--- src/design/rwsp_pkg.sv ---
// Shared types, codes and constant tables for the register write stream player.
// Used by the front end, the job queue, the back end, the top level and the testbench.
package rwsp_pkg;

    // Input item kinds
    typedef enum logic [1:0] {
        KIND_PLAY   = 2'd0,
        KIND_STREAM = 2'd1,
        KIND_STOP   = 2'd2,
        KIND_READ   = 2'd3
    } in_kind_t;

    // Result kinds
    typedef enum logic [2:0] {
        RK_WRITE   = 3'd1,
        RK_FRAME   = 3'd2,
        RK_SEEK    = 3'd3,
        RK_STOPPED = 3'd4,
        RK_ERROR   = 3'd5,
        RK_SHADOW  = 3'd6
    } result_kind_t;

    // Configuration register indexes
    localparam logic [1:0] CFG_LOOP_ENABLE = 2'd0;
    localparam logic [1:0] CFG_WAIT_CODE   = 2'd1;
    localparam logic [1:0] CFG_WRITE_CODE  = 2'd2;
    localparam logic [1:0] CFG_END_CODE    = 2'd3;

    localparam logic [7:0] WAIT_CODE_RESET  = 8'd1;
    localparam logic [7:0] WRITE_CODE_RESET = 8'd2;
    localparam logic [7:0] END_CODE_RESET   = 8'd3;

    // Shadowed address windows
    localparam logic [7:0] REG_LO  = 8'h60;
    localparam logic [7:0] REG_HI  = 8'h88;
    localparam logic [7:0] WAVE_LO = 8'h90;
    localparam logic [7:0] WAVE_HI = 8'h9F;

    localparam int REG_SHADOW_DEPTH = 41;
    localparam int SHADOW_DEPTH     = 57;
    localparam int SHADOW_AW        = 6;

    localparam int SILENCE_LEN = 37;
    localparam int STEP_W      = 6;

    localparam int QUEUE_DEPTH = 4;
    localparam int QUEUE_PW    = $clog2(QUEUE_DEPTH);

    typedef enum logic [1:0] {
        OP_SINGLE,
        OP_SILENCE,
        OP_SILENCE_STOP
    } job_op_t;

    typedef struct packed {
        job_op_t      op;
        result_kind_t rk;
        logic [7:0]   addr;
        logic [7:0]   data;
        logic [7:0]   rdata;
        logic [31:0]  offset;
        logic [31:0]  loops;
    } job_t;

    typedef struct packed {
        result_kind_t rk;
        logic [7:0]   addr;
        logic [7:0]   data;
        logic [7:0]   rdata;
        logic [31:0]  offset;
        logic [31:0]  loops;
        logic         last;
    } beat_t;

    typedef struct packed {
        logic       loop_enable;
        logic [7:0] wait_code;
        logic [7:0] write_code;
        logic [7:0] end_code;
    } cfg_t;

    typedef struct packed {
        logic full;
        logic empty;
    } q_status_t;

    // Silencing sequence: {address, data}
    localparam logic [15:0] SILENCE_SEQ [0:SILENCE_LEN-1] = '{
        16'h8480,
        16'h6000, 16'h6200, 16'h6308, 16'h6400, 16'h6580,
        16'h6800, 16'h6908, 16'h6C00, 16'h6D80,
        16'h9080, 16'h9180, 16'h9280, 16'h9380,
        16'h9480, 16'h9580, 16'h9680, 16'h9780,
        16'h9880, 16'h9980, 16'h9A80, 16'h9B80,
        16'h9C80, 16'h9D80, 16'h9E80, 16'h9F80,
        16'h7000, 16'h7200, 16'h7300, 16'h7400, 16'h7500,
        16'h7800, 16'h7908, 16'h7C00, 16'h7D80,
        16'h8077, 16'h81FF
    };

    // Value of a shadow entry that has not been written since play or reset
    function automatic logic [7:0] shadow_init(logic [SHADOW_AW-1:0] idx);
        logic [7:0] v;
        case (idx)
            6'h20:   v = 8'h77;
            6'h21:   v = 8'hFF;
            6'h24:   v = 8'h80;
            default: v = 8'h00;
        endcase
        return v;
    endfunction

endpackage

--- src/design/rwsp_if.sv ---
// Channel interfaces of the register write stream player: command input,
// result output and configuration write port. Depends on nothing.
interface rwsp_cmd_if;
    logic       valid;
    logic       ready;
    logic [1:0] kind;
    logic [7:0] stream_byte;
    logic [5:0] shadow_index;

    modport source (output valid, output kind, output stream_byte, output shadow_index,
                    input ready);
    modport sink (input valid, input kind, input stream_byte, input shadow_index,
                  output ready);
endinterface

interface rwsp_result_if;
    logic        valid;
    logic        ready;
    logic [2:0]  result_kind;
    logic [7:0]  write_addr;
    logic [7:0]  write_data;
    logic [7:0]  read_data;
    logic [31:0] play_offset;
    logic [31:0] loop_count;
    logic        last;

    modport source (output valid, output result_kind, output write_addr, output write_data,
                    output read_data, output play_offset, output loop_count, output last,
                    input ready);
    modport sink (input valid, input result_kind, input write_addr, input write_data,
                  input read_data, input play_offset, input loop_count, input last,
                  output ready);
endinterface

interface rwsp_cfg_if;
    logic       valid;
    logic       ready;
    logic [1:0] index;
    logic [7:0] data;

    modport source (output valid, output index, output data, input ready);
    modport sink (input valid, input index, input data, output ready);
endinterface

--- src/design/rwsp_front.sv ---
// Front end: accepts command items, parses the stream, keeps playback state and
// the shadow store, and hands one job per result group to the queue. Uses rwsp_pkg.
module rwsp_front #(
    parameter int OFFSET_BITS = 32
) (
    input  logic                clk,
    input  logic                rst_n,
    rwsp_cmd_if.sink            cmd,
    input  rwsp_pkg::cfg_t      cfg,
    input  rwsp_pkg::q_status_t q_status,
    output logic                q_push,
    output rwsp_pkg::job_t      q_job
);

    typedef enum logic [2:0] {
        PH_CMD,
        PH_ADDR,
        PH_DATA,
        PH_OFS0,
        PH_OFS1,
        PH_OFS2,
        PH_OFS3
    } phase_t;

    localparam int SAW = rwsp_pkg::SHADOW_AW;

    phase_t                   phase_reg, phase_next;
    logic                     playing_reg, playing_next;
    logic [7:0]               held_addr_reg, held_addr_next;
    logic [23:0]              loop_asm_reg, loop_asm_next;
    logic [OFFSET_BITS-1:0]   pos_reg, pos_next;
    logic [31:0]              loops_reg, loops_next;
    logic [rwsp_pkg::SHADOW_DEPTH-1:0] sh_valid_reg, sh_valid_next;
    logic                     s2_valid_reg, s2_valid_next;

    rwsp_pkg::job_t           s2_job_reg, job_next;
    logic                     s2_read_reg;

    logic [7:0]               shadow_mem [0:rwsp_pkg::SHADOW_DEPTH-1];
    logic [7:0]               rd_data_reg;
    logic [7:0]               rd_init_reg;
    logic                     rd_hit_reg;
    logic                     rd_inrange_reg;

    logic                     accept;
    logic                     job_load;
    logic                     is_read;
    logic                     sh_wr;
    logic [SAW-1:0]           sh_waddr;
    logic                     rd_en;
    logic                     rd_inrange;
    logic [SAW-1:0]           rd_addr;
    logic [7:0]               held_sub;
    logic [31:0]              seek_target;
    rwsp_pkg::in_kind_t       kind;

    assign cmd.ready = !s2_valid_reg || !q_status.full;
    assign accept    = cmd.valid && cmd.ready;
    assign q_push    = s2_valid_reg && !q_status.full;
    assign kind      = rwsp_pkg::in_kind_t'(cmd.kind);

    assign rd_inrange  = cmd.shadow_index <= SAW'(rwsp_pkg::SHADOW_DEPTH - 1);
    assign rd_addr     = rd_inrange ? cmd.shadow_index : '0;
    assign held_sub    = held_addr_reg - rwsp_pkg::REG_LO;
    assign seek_target = {cmd.stream_byte, loop_asm_reg};

    always_comb
    begin
        phase_next     = phase_reg;
        playing_next   = playing_reg;
        held_addr_next = held_addr_reg;
        loop_asm_next  = loop_asm_reg;
        pos_next       = pos_reg;
        loops_next     = loops_reg;
        sh_valid_next  = sh_valid_reg;
        job_load       = 1'b0;
        is_read        = 1'b0;
        sh_wr          = 1'b0;
        sh_waddr       = '0;
        rd_en          = 1'b0;
        job_next       = '0;
        job_next.op    = rwsp_pkg::OP_SINGLE;
        job_next.rk    = rwsp_pkg::RK_FRAME;

        if (accept)
        begin
            case (kind)
                rwsp_pkg::KIND_PLAY:
                begin
                    sh_valid_next  = '0;
                    pos_next       = '0;
                    loops_next     = '0;
                    phase_next     = PH_CMD;
                    held_addr_next = '0;
                    loop_asm_next  = '0;
                    playing_next   = 1'b1;
                    job_load       = 1'b1;
                    job_next.op    = rwsp_pkg::OP_SILENCE;
                end
                rwsp_pkg::KIND_STOP:
                begin
                    playing_next = 1'b0;
                    phase_next   = PH_CMD;
                    job_load     = 1'b1;
                    job_next.op  = rwsp_pkg::OP_SILENCE_STOP;
                end
                rwsp_pkg::KIND_READ:
                begin
                    rd_en       = 1'b1;
                    is_read     = 1'b1;
                    job_load    = 1'b1;
                    job_next.rk = rwsp_pkg::RK_SHADOW;
                end
                rwsp_pkg::KIND_STREAM:
                begin
                    if (playing_reg)
                    begin
                        pos_next = pos_reg + OFFSET_BITS'(1);
                        case (phase_reg)
                            PH_CMD:
                            begin
                                if (cmd.stream_byte == cfg.wait_code)
                                begin
                                    job_load    = 1'b1;
                                    job_next.rk = rwsp_pkg::RK_FRAME;
                                end
                                else if (cmd.stream_byte == cfg.write_code)
                                begin
                                    phase_next = PH_ADDR;
                                end
                                else if (cmd.stream_byte == cfg.end_code)
                                begin
                                    if (cfg.loop_enable)
                                    begin
                                        loop_asm_next = '0;
                                        phase_next    = PH_OFS0;
                                    end
                                    else
                                    begin
                                        playing_next = 1'b0;
                                        job_load     = 1'b1;
                                        job_next.op  = rwsp_pkg::OP_SILENCE_STOP;
                                    end
                                end
                                else
                                begin
                                    playing_next = 1'b0;
                                    job_load     = 1'b1;
                                    job_next.rk  = rwsp_pkg::RK_ERROR;
                                end
                            end
                            PH_ADDR:
                            begin
                                held_addr_next = cmd.stream_byte;
                                phase_next     = PH_DATA;
                            end
                            PH_DATA:
                            begin
                                if (held_addr_reg >= rwsp_pkg::REG_LO &&
                                    held_addr_reg <= rwsp_pkg::REG_HI)
                                begin
                                    sh_wr    = 1'b1;
                                    sh_waddr = held_sub[SAW-1:0];
                                end
                                if (held_addr_reg >= rwsp_pkg::WAVE_LO &&
                                    held_addr_reg <= rwsp_pkg::WAVE_HI)
                                begin
                                    sh_wr    = 1'b1;
                                    sh_waddr = SAW'(rwsp_pkg::REG_SHADOW_DEPTH) +
                                               SAW'(held_addr_reg[3:0]);
                                end
                                if (sh_wr)
                                begin
                                    sh_valid_next[sh_waddr] = 1'b1;
                                end
                                phase_next    = PH_CMD;
                                job_load      = 1'b1;
                                job_next.rk   = rwsp_pkg::RK_WRITE;
                                job_next.addr = held_addr_reg;
                                job_next.data = cmd.stream_byte;
                            end
                            PH_OFS0:
                            begin
                                loop_asm_next = {16'h0000, cmd.stream_byte};
                                phase_next    = PH_OFS1;
                            end
                            PH_OFS1:
                            begin
                                loop_asm_next[15:8] = cmd.stream_byte;
                                phase_next          = PH_OFS2;
                            end
                            PH_OFS2:
                            begin
                                loop_asm_next[23:16] = cmd.stream_byte;
                                phase_next           = PH_OFS3;
                            end
                            PH_OFS3:
                            begin
                                pos_next    = seek_target[OFFSET_BITS-1:0];
                                loops_next  = loops_reg + 32'd1;
                                phase_next  = PH_CMD;
                                job_load    = 1'b1;
                                job_next.rk = rwsp_pkg::RK_SEEK;
                            end
                            default:
                            begin
                                phase_next = PH_CMD;
                            end
                        endcase
                    end
                end
                default:
                begin
                    job_load = 1'b0;
                end
            endcase
        end

        // every result carries the position and loop count after the item
        job_next.offset = 32'(pos_next);
        job_next.loops  = loops_next;

        if (accept)
        begin
            s2_valid_next = job_load;
        end
        else if (q_push)
        begin
            s2_valid_next = 1'b0;
        end
        else
        begin
            s2_valid_next = s2_valid_reg;
        end
    end

    always_ff @(posedge clk or negedge rst_n)
    begin
        if (!rst_n)
        begin
            phase_reg     <= PH_CMD;
            playing_reg   <= 1'b0;
            held_addr_reg <= '0;
            loop_asm_reg  <= '0;
            pos_reg       <= '0;
            loops_reg     <= '0;
            sh_valid_reg  <= '0;
            s2_valid_reg  <= 1'b0;
        end
        else
        begin
            phase_reg     <= phase_next;
            playing_reg   <= playing_next;
            held_addr_reg <= held_addr_next;
            loop_asm_reg  <= loop_asm_next;
            pos_reg       <= pos_next;
            loops_reg     <= loops_next;
            sh_valid_reg  <= sh_valid_next;
            s2_valid_reg  <= s2_valid_next;
        end
    end

    // hold the job while the queue is full
    always_ff @(posedge clk)
    begin
        if (accept && job_load)
        begin
            s2_job_reg  <= job_next;
            s2_read_reg <= is_read;
        end
    end

    // shadow store: one write port, one registered read port
    always_ff @(posedge clk)
    begin
        if (sh_wr)
        begin
            shadow_mem[sh_waddr] <= cmd.stream_byte;
        end
        if (rd_en)
        begin
            rd_data_reg    <= shadow_mem[rd_addr];
            rd_hit_reg     <= sh_valid_reg[rd_addr];
            rd_init_reg    <= rwsp_pkg::shadow_init(rd_addr);
            rd_inrange_reg <= rd_inrange;
        end
    end

    always_comb
    begin
        q_job = s2_job_reg;
        if (s2_read_reg)
        begin
            if (!rd_inrange_reg)
            begin
                q_job.rdata = 8'h00;
            end
            else if (rd_hit_reg)
            begin
                q_job.rdata = rd_data_reg;
            end
            else
            begin
                q_job.rdata = rd_init_reg;
            end
        end
    end

endmodule

--- src/design/rwsp_fifo.sv ---
// Short job queue between the front end and the back end.
// Uses rwsp_pkg for the job type and the depth.
module rwsp_fifo (
    input  logic                clk,
    input  logic                rst_n,
    input  logic                push,
    input  rwsp_pkg::job_t      push_job,
    input  logic                pop,
    output rwsp_pkg::job_t      head,
    output rwsp_pkg::q_status_t status
);

    localparam int PW = rwsp_pkg::QUEUE_PW;

    rwsp_pkg::job_t   slots [0:rwsp_pkg::QUEUE_DEPTH-1];
    logic [PW-1:0]    wr_ptr_reg;
    logic [PW-1:0]    rd_ptr_reg;
    logic [PW:0]      count_reg;

    assign head         = slots[rd_ptr_reg];
    assign status.full  = count_reg == (PW + 1)'(rwsp_pkg::QUEUE_DEPTH);
    assign status.empty = count_reg == '0;

    always_ff @(posedge clk or negedge rst_n)
    begin
        if (!rst_n)
        begin
            wr_ptr_reg <= '0;
            rd_ptr_reg <= '0;
            count_reg  <= '0;
        end
        else
        begin
            if (push)
            begin
                wr_ptr_reg <= wr_ptr_reg + PW'(1);
            end
            if (pop)
            begin
                rd_ptr_reg <= rd_ptr_reg + PW'(1);
            end
            if (push && !pop)
            begin
                count_reg <= count_reg + (PW + 1)'(1);
            end
            else if (pop && !push)
            begin
                count_reg <= count_reg - (PW + 1)'(1);
            end
        end
    end

    always_ff @(posedge clk)
    begin
        if (push)
        begin
            slots[wr_ptr_reg] <= push_job;
        end
    end

endmodule

--- src/design/rwsp_back.sv ---
// Back end: expands the job at the queue head into result beats, walking the
// silencing sequence for play and stop, into a registered output. Uses rwsp_pkg.
module rwsp_back (
    input  logic                clk,
    input  logic                rst_n,
    input  rwsp_pkg::q_status_t q_status,
    input  rwsp_pkg::job_t      q_job,
    output logic                q_pop,
    rwsp_result_if.source       result
);

    localparam int SW = rwsp_pkg::STEP_W;

    logic [SW-1:0]   step_reg;
    logic            out_valid_reg;
    rwsp_pkg::beat_t beat_reg;
    rwsp_pkg::beat_t beat;
    logic [SW-1:0]   last_step;
    logic [SW-1:0]   seq_idx;
    logic [15:0]     seq_entry;
    logic            adv;

    assign adv       = !out_valid_reg || result.ready;
    assign seq_idx   = (step_reg < SW'(rwsp_pkg::SILENCE_LEN)) ? step_reg : '0;
    assign seq_entry = rwsp_pkg::SILENCE_SEQ[seq_idx];

    always_comb
    begin
        case (q_job.op)
            rwsp_pkg::OP_SINGLE:       last_step = '0;
            rwsp_pkg::OP_SILENCE:      last_step = SW'(rwsp_pkg::SILENCE_LEN - 1);
            rwsp_pkg::OP_SILENCE_STOP: last_step = SW'(rwsp_pkg::SILENCE_LEN);
            default:                   last_step = '0;
        endcase

        beat        = '0;
        beat.offset = q_job.offset;
        beat.loops  = q_job.loops;
        beat.last   = step_reg == last_step;
        if (q_job.op == rwsp_pkg::OP_SINGLE)
        begin
            beat.rk    = q_job.rk;
            beat.addr  = q_job.addr;
            beat.data  = q_job.data;
            beat.rdata = q_job.rdata;
        end
        else if (step_reg < SW'(rwsp_pkg::SILENCE_LEN))
        begin
            beat.rk   = rwsp_pkg::RK_WRITE;
            beat.addr = seq_entry[15:8];
            beat.data = seq_entry[7:0];
        end
        else
        begin
            beat.rk = rwsp_pkg::RK_STOPPED;
        end
    end

    // drop the job once its final beat is registered
    assign q_pop = adv && !q_status.empty && beat.last;

    always_ff @(posedge clk or negedge rst_n)
    begin
        if (!rst_n)
        begin
            step_reg      <= '0;
            out_valid_reg <= 1'b0;
        end
        else if (adv)
        begin
            out_valid_reg <= !q_status.empty;
            if (!q_status.empty)
            begin
                step_reg <= beat.last ? '0 : step_reg + SW'(1);
            end
        end
    end

    always_ff @(posedge clk)
    begin
        if (adv && !q_status.empty)
        begin
            beat_reg <= beat;
        end
    end

    assign result.valid       = out_valid_reg;
    assign result.result_kind = beat_reg.rk;
    assign result.write_addr  = beat_reg.addr;
    assign result.write_data  = beat_reg.data;
    assign result.read_data   = beat_reg.rdata;
    assign result.play_offset = beat_reg.offset;
    assign result.loop_count  = beat_reg.loops;
    assign result.last        = beat_reg.last;

endmodule

--- src/design/register_write_stream_player.sv ---
// Register write stream player: takes one command item per cycle (play, stream
// byte, stop, shadow read) while no job waits on a full queue, and turns the
// sound-register command stream into result beats. A byte that completes a
// command yields one beat, play yields the 37-write silencing sequence and stop
// (or an end command without loop) yields 38 beats, all drained by the output
// stage at one beat per cycle while the result sink is ready, so play and stop
// set the sustained rate while they run. A four-job queue sits between the
// parser and the beat generator; a result passes the parser stage register,
// the queue slot and the output register after its item is accepted. Shadow
// reads go through a registered memory port; entries not written since play or
// reset read their reset value through per-entry valid bits, so no clearing
// pass is needed. Configuration writes are always ready.
module register_write_stream_player #(
    parameter int OFFSET_BITS = 32
) (
    input  logic          clk,
    input  logic          rst_n,
    rwsp_cmd_if.sink      cmd,
    rwsp_cfg_if.sink      cfg,
    rwsp_result_if.source result
);

    rwsp_pkg::cfg_t      cfg_reg;
    rwsp_pkg::q_status_t q_st;
    rwsp_pkg::job_t      push_job;
    rwsp_pkg::job_t      head_job;
    logic                q_push;
    logic                q_pop;

    assign cfg.ready = 1'b1;

    always_ff @(posedge clk or negedge rst_n)
    begin
        if (!rst_n)
        begin
            cfg_reg.loop_enable <= 1'b0;
            cfg_reg.wait_code   <= rwsp_pkg::WAIT_CODE_RESET;
            cfg_reg.write_code  <= rwsp_pkg::WRITE_CODE_RESET;
            cfg_reg.end_code    <= rwsp_pkg::END_CODE_RESET;
        end
        else if (cfg.valid && cfg.ready)
        begin
            case (cfg.index)
                rwsp_pkg::CFG_LOOP_ENABLE: cfg_reg.loop_enable <= cfg.data[0];
                rwsp_pkg::CFG_WAIT_CODE:   cfg_reg.wait_code   <= cfg.data;
                rwsp_pkg::CFG_WRITE_CODE:  cfg_reg.write_code  <= cfg.data;
                rwsp_pkg::CFG_END_CODE:    cfg_reg.end_code    <= cfg.data;
                default:                   cfg_reg.loop_enable <= cfg_reg.loop_enable;
            endcase
        end
    end

    rwsp_front #(
        .OFFSET_BITS (OFFSET_BITS)
    ) u_front (
        .clk      (clk),
        .rst_n    (rst_n),
        .cmd      (cmd),
        .cfg      (cfg_reg),
        .q_status (q_st),
        .q_push   (q_push),
        .q_job    (push_job)
    );

    rwsp_fifo u_fifo (
        .clk      (clk),
        .rst_n    (rst_n),
        .push     (q_push),
        .push_job (push_job),
        .pop      (q_pop),
        .head     (head_job),
        .status   (q_st)
    );

    rwsp_back u_back (
        .clk      (clk),
        .rst_n    (rst_n),
        .q_status (q_st),
        .q_job    (head_job),
        .q_pop    (q_pop),
        .result   (result)
    );

    a_no_push_when_full: assert property (@(posedge clk) disable iff (!rst_n)
        q_push |-> !q_st.full)
        else $error("job pushed into a full queue");

    a_no_pop_when_empty: assert property (@(posedge clk) disable iff (!rst_n)
        q_pop |-> !q_st.empty)
        else $error("job popped from an empty queue");

    a_single_beats_last: assert property (@(posedge clk) disable iff (!rst_n)
        (result.valid && result.result_kind != rwsp_pkg::RK_WRITE) |-> result.last)
        else $error("non-write result not marked last");

    a_cfg_ready: assert property (@(posedge clk) disable iff (!rst_n)
        cfg.valid |-> cfg.ready)
        else $error("configuration write not accepted");

endmodule

--- src/flat_wrapper.sv ---
// flat-port wrapper written by rule: the top's interface ports become plain ports
module register_write_stream_player_flat 
#(
    parameter int OFFSET_BITS = 32
)
  (clk, rst_n, cmd_valid, cmd_kind, cmd_stream_byte, cmd_shadow_index, cmd_ready, cfg_valid, cfg_index, cfg_data, cfg_ready, result_valid, result_result_kind, result_write_addr, result_write_data, result_read_data, result_play_offset, result_loop_count, result_last, result_ready);
  rwsp_cmd_if cmd_i ();
  rwsp_cfg_if cfg_i ();
  rwsp_result_if result_i ();
  input  logic clk;
  input  logic rst_n;
  input wire logic [$bits(cmd_i.valid)-1:0] cmd_valid;
  input wire logic [$bits(cmd_i.kind)-1:0] cmd_kind;
  input wire logic [$bits(cmd_i.stream_byte)-1:0] cmd_stream_byte;
  input wire logic [$bits(cmd_i.shadow_index)-1:0] cmd_shadow_index;
  output wire logic [$bits(cmd_i.ready)-1:0] cmd_ready;
  input wire logic [$bits(cfg_i.valid)-1:0] cfg_valid;
  input wire logic [$bits(cfg_i.index)-1:0] cfg_index;
  input wire logic [$bits(cfg_i.data)-1:0] cfg_data;
  output wire logic [$bits(cfg_i.ready)-1:0] cfg_ready;
  output wire logic [$bits(result_i.valid)-1:0] result_valid;
  output wire logic [$bits(result_i.result_kind)-1:0] result_result_kind;
  output wire logic [$bits(result_i.write_addr)-1:0] result_write_addr;
  output wire logic [$bits(result_i.write_data)-1:0] result_write_data;
  output wire logic [$bits(result_i.read_data)-1:0] result_read_data;
  output wire logic [$bits(result_i.play_offset)-1:0] result_play_offset;
  output wire logic [$bits(result_i.loop_count)-1:0] result_loop_count;
  output wire logic [$bits(result_i.last)-1:0] result_last;
  input wire logic [$bits(result_i.ready)-1:0] result_ready;
  assign cmd_i.valid = cmd_valid;
  assign cmd_i.kind = cmd_kind;
  assign cmd_i.stream_byte = cmd_stream_byte;
  assign cmd_i.shadow_index = cmd_shadow_index;
  assign cmd_ready = cmd_i.ready;
  assign cfg_i.valid = cfg_valid;
  assign cfg_i.index = cfg_index;
  assign cfg_i.data = cfg_data;
  assign cfg_ready = cfg_i.ready;
  assign result_valid = result_i.valid;
  assign result_result_kind = result_i.result_kind;
  assign result_write_addr = result_i.write_addr;
  assign result_write_data = result_i.write_data;
  assign result_read_data = result_i.read_data;
  assign result_play_offset = result_i.play_offset;
  assign result_loop_count = result_i.loop_count;
  assign result_last = result_i.last;
  assign result_i.ready = result_ready;
  register_write_stream_player #(.OFFSET_BITS(OFFSET_BITS)) u_core (.clk(clk), .rst_n(rst_n), .cmd(cmd_i), .cfg(cfg_i), .result(result_i));
endmodule
--- config.mk ---
export PLATFORM = sky130hd
export DESIGN_NAME = register_write_stream_player_flat
export DESIGN_NICKNAME = d
export VERILOG_FILES = /design/src/design/rwsp_pkg.sv /design/src/design/rwsp_if.sv /design/src/design/rwsp_front.sv /design/src/design/rwsp_fifo.sv /design/src/design/rwsp_back.sv /design/src/design/register_write_stream_player.sv /design/src/flat_wrapper.sv
export SDC_FILE = /design/constraint.sdc
export NUM_CORES = 1
export LEC_CHECK = 0
export BUFFER_PORTS_ARGS = -buffer_cell sky130_fd_sc_hd__buf_4
export CORE_UTILIZATION = 26
export DETAILED_ROUTE_END_ITERATION = 10
export PLACE_DENSITY_LB_ADDON = 0.12
export SLEW_MARGIN = 20
export SYNTH_ARGS = -nofsm -noshare
export SYNTH_HDL_FRONTEND = slang
export SYNTH_SLANG_ARGS = --single-unit
--- constraint.sdc ---
create_clock -name clk -period 7 [get_ports clk]
set_input_delay 0.35 -clock clk [delete_from_list [all_inputs] [get_ports clk]]
set_output_delay 0.35 -clock clk [all_outputs]
set_load 0.01 [all_outputs]
==> results.toml, run 1 <==
[worst_hold_path]
min_path_cells = 1
min_path_type = "in -> reg"
hold_start = "cmd_stream_byte[5]"

[worst_setup_path]
cp-end-kind = "register"
reg2reg_from = "u_core.u_fifo.rd_ptr_reg[0]$_DFFE_PN0P_"
cpPeakStageDelay_ns = 0.73
cp_num_cells = 11
crit_start = "u_core.u_fifo.rd_ptr_reg[0]$_DFFE_PN0P_"
crit_required_ns = 7.65
worstSetupStartpointType = "register"
r2r_cells = 11
worstPathCellList = "mux4_2 -> inv_1 -> ha_1 -> or3_1 -> a2111oi_2 -> and2_1 -> inv_1 -> ha_1 -> inv_1 -> fa_1 -> mux2_2"
path_delay_family = "adder cells"
path_class = "reg -> reg"
crit_slowest_cell = "dfrtp_4"
cp_max_fo = 23
crit_arrival_ns = 4.83
crit_path_frequent_cell = "inv_1"
cp_num_buf_inv = 3

[floorplan]
initial_utilization_pct = 26.2
ios = 126
die_w_um = 434
fp.dieH_um = 434
core_area_sq_um = 185000
row_count = 158
dieArea_sq_um = 188000

[sta]
fmax_mhz = 239
period_needed_ns = 4.18
worst_pin_slew_ns = 1.04
finalCritPeriodShare_pct = 59.7
hold_viol_final = 0
rsz0062_at_grt = "false"
drv_slew = 0
fin_setup_tns_ns = 0
slew_headroom_pct = 30.7
setup_viol = 0
fin_skew_ns = 0.0564

[logic_synthesis]
ys_ff_latch = 1216
ys_async_sr_fraction_pct = 16.2
synth_largest_area_cell = "edfxtp_1"
synth_edf_count = 1019
synth_fp_nets = 3045
synthTopCellsByArea = "edfxtp_1, dfrtp_1, mux4_2"
avgSynthCellArea_sq_um = 16.2
synth.top_cells.by_count = "edfxtp_1, nor2_1, dfrtp_1"
synth_area_sq_um = 48500
ys.warnings.count = 0
ys.flop_type = "edfxtp_1"
postSynthCellCount = 2991
synth.distinct_cells = 86
synth_seq_area_share_pct = 73.3
synthDominantCellAreaShare_pct = 63.1
yosysMostFrequentCell = "edfxtp_1"

[power]
peakVddDrop_mv = 0.190
powerDensity_nw_per_um2 = 357
p_total_mw = 20.5
leakage_nw = 19.5

[drt]
vias = 27200
wl_per_cell_um = 24.5
drcViolationCount = 0
wl_um = 142000
ant_nets = 0
drtPass1Iterations = 7
via_per_inst = 4.70
drtIter0Drc = 2099

[clock_tree]
clock-sinks = 1216
cts_root_buf = "clkbuf_16"
cts_buffers = 143
clock_latency_ns = 0.79
clk_pin_slew_worst_paths_ns = 0.06
post-cts-setup-buffers = 0
cts_tree = "yes"
cts_max_path_buffers = 3
cts_resized = 0
cts_max_level = 4

[finish]
final_cell_area_sq_um = 57400
layout.nets = 3238
n_fill_cell = 18300
regMostFlops = "u_core.u_front.shadow_mem"
largest_reg_flops = 456
drive_gt1_share_pct = 19.6
syn_to_final_growth_pct = 18.4

[status]
status = "completed"

[place]
dp_hpwl_um = 90200
gp_congestion = 0.786
io_buffers = 124
placed_area_sq_um = 52500

[job]
drv_cap = 0

[global_routing]
grtUsageTotal_pct = 15.1
first_global_vias = 27800
antenna_found_initial = 12
overflow = 0
grt_start_max_net_pins = 71
grt_first_pass_wirelength_um = 205000
## worst paths after layout
kind | slack, ns | end
setup / recovery | 2.82 | u_core.u_fifo.count_reg[1]$_DFFE_PN0P_
hold / removal | 0.06 | u_core.u_front.shadow_mem[33][5]$_DFFE_PP_
setup reg to reg | 2.82 | u_core.u_fifo.count_reg[1]$_DFFE_PN0P_
hold reg to reg | 0.48 | u_core.u_front.sh_valid_reg[5]$_DFFE_PN0P_
max in group asynchronous | 5.42 | u_core.u_front.loops_reg[12]$_DFF_PN0_
min in group asynchronous | 0.13 | u_core.cfg_reg[17]$_DFFE_PN0P_
## layout make-up
class                      instances  area (sq um)  area share, %
antenna                            1          2.50        0.00436
clock buffer                     200          4010           6.99
clock inverter                    64           696           1.21
inverter                          43           161          0.281
multi-input combinational       1568         12200           21.3
sequential                      1216         35500           61.9
tap                             2480          3100           5.41
timing repair buffer             212          1670           2.90
## placed cells by master, fill, tap and decap left out, types with 24 or more instances in the layout
cell / netlist / final
nor2_1: 202 / 201
a222oi_1: 40 / 40
a21oi_1: 115 / 114
edfxtp_1: 1019 / 1019
buf_4: 1 / 190
clkbuf_16: 0 / 150
inv_1: 38 / 38
o22ai_1: 28 / 28
mux2_2: 101 / 101
clkinv_1: 4 / 31
mux2i_1: 46 / 46
mux4_2: 123 / 123
nand4_1: 24 / 24
dfrtp_1: 193 / 191
nand3_1: 74 / 74
o21ai_0: 133 / 131
a21o_1: 26 / 26
clkbuf_1: 106 / 43
nand2_1: 170 / 169
nor4_1: 26 / 26
nor3_1: 31 / 30
xor2_1: 41 / 41
a211oi_1: 25 / 24
and2_1: 37 / 31
## where the power goes
part           total (mW)  internal, mW  switching, mW
logic                3.42          1.39           2.03
registers            9.62          9.13          0.493
clock network        7.48          4.46           3.02
## cells by family (layout without fill, tap and decap cells)
logic type / after synthesis / after routing / share of synthesized area, %
DFF: 1216 / 1216 / 73.3
and+or+nand+nor: 669 / 669 / 6.72
AOI/OAI and AO/OA: 541 / 541 / 7.50
muxes: 270 / 270 / 9.01
buffers and inverters: 207 / 519 / 1.69
xor gates and xnor gates: 64 / 64 / 1.16
adders and majority gates: 23 / 23 / 0.609
other: 1 / 2 / 0.00774
## stage by stage
step	worst slack (ns)	hold WS [ns]	instances	util, %
5_1_grt	2.53	0.0230	5784	31.0
6_report	2.82	0.0566	5784	31.0
4_1_cts	2.48	0.00922	5783	31.0
2_1_floorplan	0.0667	0.0544	2991	-
3_5_place_dp	2.50	0.369	5500	28.3
3_3_place_gp	2.49	0.402	5500	28.3
## what timing repair did
item	CTS	global route
endpoints found under the setup margin	0	0
hold endpoints to repair	123	0
hold buffers	19	0
## routing by layer
metal	wire, um	track usage (%)	share of wire, %	vias up
met5	13	0	0.0092	-
li1	-	-	-	12200
met4	2850	4.09	2.0	2
met3	5380	2.45	3.8	175
met2	70000	25.2	49	599
met1	63600	20.2	45	14200
Power figures use the tool's default switching activity.
==> run 2: changes to the inputs <==
Clock period 7 ns to 4.2 ns, I/O delays scaled along.
==> run 2 against run 1 <==
Against the previous run:
- sequential power grew 65%
- clock power up 64%
- non-clock buffer count rose by 122
- global-route usage up 0.12 points
- via count increased by 1.5%
- total power rose by 66%
- core utilization increased by 0.52 points
- fmax rose by 15%
- largest cell class unchanged
==> results.toml, run 2 (same netlist as run 1, synthesis figures left out) <==
[status]
status = "completed"

[sta]
fmax_mhz = 274
rsz0062_at_grt = "false"
drv_slew = 0
finalWorstSetupSlack_ns = 0.554
fin_skew_ns = 0.0322
hold_viol_final = 0
slew_headroom_pct = 27.0
worst_pin_slew_ns = 1.09
setup_viol = 0
finalCritPeriodShare_pct = 86.8
period_needed_ns = 3.65

[power]
peakVddDrop_mv = 0.371
power.internal_mw = 24.8
p_comb_share_pct = 17.5
p_sw_share_pct = 27.3
power_frac_seq_pct = 46.5
powerDensity_nw_per_um2 = 585
switchingPower_mw = 9.33
leakage_nw = 20.1
clkPwrFrac_pct = 36.0

[clock_tree]
hold_buffers = 22
cts_tree = "yes"
cts_max_path_buffers = 3
post-cts-setup-buffers = 0
cts_max_level = 4
clock_latency_ns = 0.79
cts_resized = 0
clk_pin_slew_worst_paths_ns = 0.06
cts_root_buf = "clkbuf_16"
clock-sinks = 1216
cts_buffers = 145

[finish]
final_cell_mix = "edfxtp_1, buf_4, nor2_1"
drive_gt1_share_pct = 22.6
layout.nets = 3362
largest_reg_flops = 456
syn_to_final_growth_pct = 20.4
final_common_cell = "edfxtp_1"
post-route-util_pct = 31.5
regMostFlops = "u_core.u_front.shadow_mem"

[worst_setup_path]
worstSetupStartpointType = "register"
crit_arrival_ns = 4.29
regToRegSetupSlack_ns = 0.55
cp-end-kind = "register"
r2r_end = "u_core.u_fifo.count_reg[1]$_DFFE_PN0P_"
path_class = "reg -> reg"
r2r_cells = 11
reg2reg_from = "u_core.u_fifo.rd_ptr_reg[0]$_DFFE_PN0P_"
crit_required_ns = 4.85
cp_max_fo = 8

[floorplan]
initial_utilization_pct = 26.2
ios = 126
row_count = 158
die_w_um = 434
dieArea_sq_um = 188000
fp.dieH_um = 434
core_area_sq_um = 185000

[drt]
vias = 27600
wl_per_cell_um = 24.3
drtIter0Drc = 2098
drtPass1Iterations = 8
via_per_inst = 4.67
ant_nets = 0
wl_um = 143000
drcViolationCount = 0

[global_routing]
grt_start_max_net_pins = 101
overflow = 0
grt_first_pass_wirelength_um = 207000
antenna_found_initial = 8
first_global_vias = 28200
grtUsageTotal_pct = 15.2

[place]
io_buffers = 124
dp_slack_ns = 0.545
dp_hpwl_um = 93000
gp_congestion = 0.823

[job]
drv_cap = 0

[worst_hold_path]
min_path_type = "in -> async"
-- run 2: routing by layer --
layer | GRT usage, % | up-vias | wire length, um
li1 | - | 12400 | -
met1 | 19.9 | 14300 | 63100
met2 | 25.5 | 625 | 70500
met3 | 2.74 | 206 | 5820
met4 | 4.51 | 4 | 3710
met5 | 0 | - | 26
-- run 2: per-stage QoR --
| step | area [sq um] | TNS, ns | cells | hold slack, ns | power [mW] |
|---|---|---|---|---|---|
| 6_report | 58300 | 0 | 5904 | 0.0308 | 34.2 |
| 5_1_grt | 58300 | 0 | 5902 | 0.0411 | 35.8 |
| 4_1_cts | 58300 | 0 | 5902 | 0.0406 | 34.9 |
| 3_5_place_dp | 53500 | 0 | 5619 | 0.326 | 22.4 |
| 3_3_place_gp | 53500 | 0 | 5619 | 0.318 | 22.4 |
| 2_1_floorplan | 48500 | -0.104 | 2991 | -0.0856 | 19.5 |
-- run 2: how the worst max path moves through the flow --
| stage | cells past startpoint | slack (ns) | to | from |
|---|---|---|---|---|
| 6_report | 11 | 0.55 | u_core.u_fifo.count_reg[1]$_DFFE_PN0P_ | u_core.u_fifo.rd_ptr_reg[0]$_DFFE_PN0P_ |
| 5_1_grt | 11 | 0.30 | u_core.u_fifo.count_reg[1]$_DFFE_PN0P_ | u_core.u_fifo.rd_ptr_reg[0]$_DFFE_PN0P_ |
| 4_1_cts | 11 | 0.49 | u_core.u_fifo.count_reg[1]$_DFFE_PN0P_ | u_core.u_fifo.rd_ptr_reg[0]$_DFFE_PN0P_ |
| 3_5_place_dp | 11 | 0.55 | u_core.u_fifo.count_reg[1]$_DFFE_PN0P_ | u_core.u_fifo.rd_ptr_reg[0]$_DFFE_PN0P_ |
| 3_3_place_gp | 11 | 0.53 | u_core.u_fifo.count_reg[1]$_DFFE_PN0P_ | u_core.u_fifo.rd_ptr_reg[0]$_DFFE_PN0P_ |
| 2_1_floorplan | 13 | -0.10 | u_core.u_fifo.count_reg[1]$_DFFE_PN0P_ | u_core.u_fifo.rd_ptr_reg[0]$_DFFE_PN0P_ |
-- run 2: worst max-delay path: stages, from the launching register on --
cell	delay [ns]
dfrtp_4	0.52
mux4_2	0.53
inv_1	0.09
ha_1	0.24
or3_1	0.37
a2111oi_1	0.47
and2_1	0.28
inv_1	0.06
ha_1	0.22
inv_1	0.09
fa_1	0.38
mux2_2	0.26
-- run 2: cell type report --
class / instances / area (sq um)
Fill cell: 18200 / 127000
Sequential cell: 1216 / 35500
Multi-Input combinational cell: 1568 / 12200
Clock buffer: 193 / 3910
Tap cell: 2480 / 3100
Timing Repair Buffer: 334 / 2690
Clock inverter: 68 / 741
Inverter: 43 / 161
Antenna cell: 2 / 5.00
-- run 2: power groups by stage --
stage	combinational (mW)	clock [mW]	sequential, mW
after global placement	6.23	0	16.2
after floorplan	3.32	0	16.2
final	5.97	12.3	15.9
after detailed placement	6.20	0	16.2
after CTS	6.24	12.7	15.9
after global routing	6.56	13.2	16.1
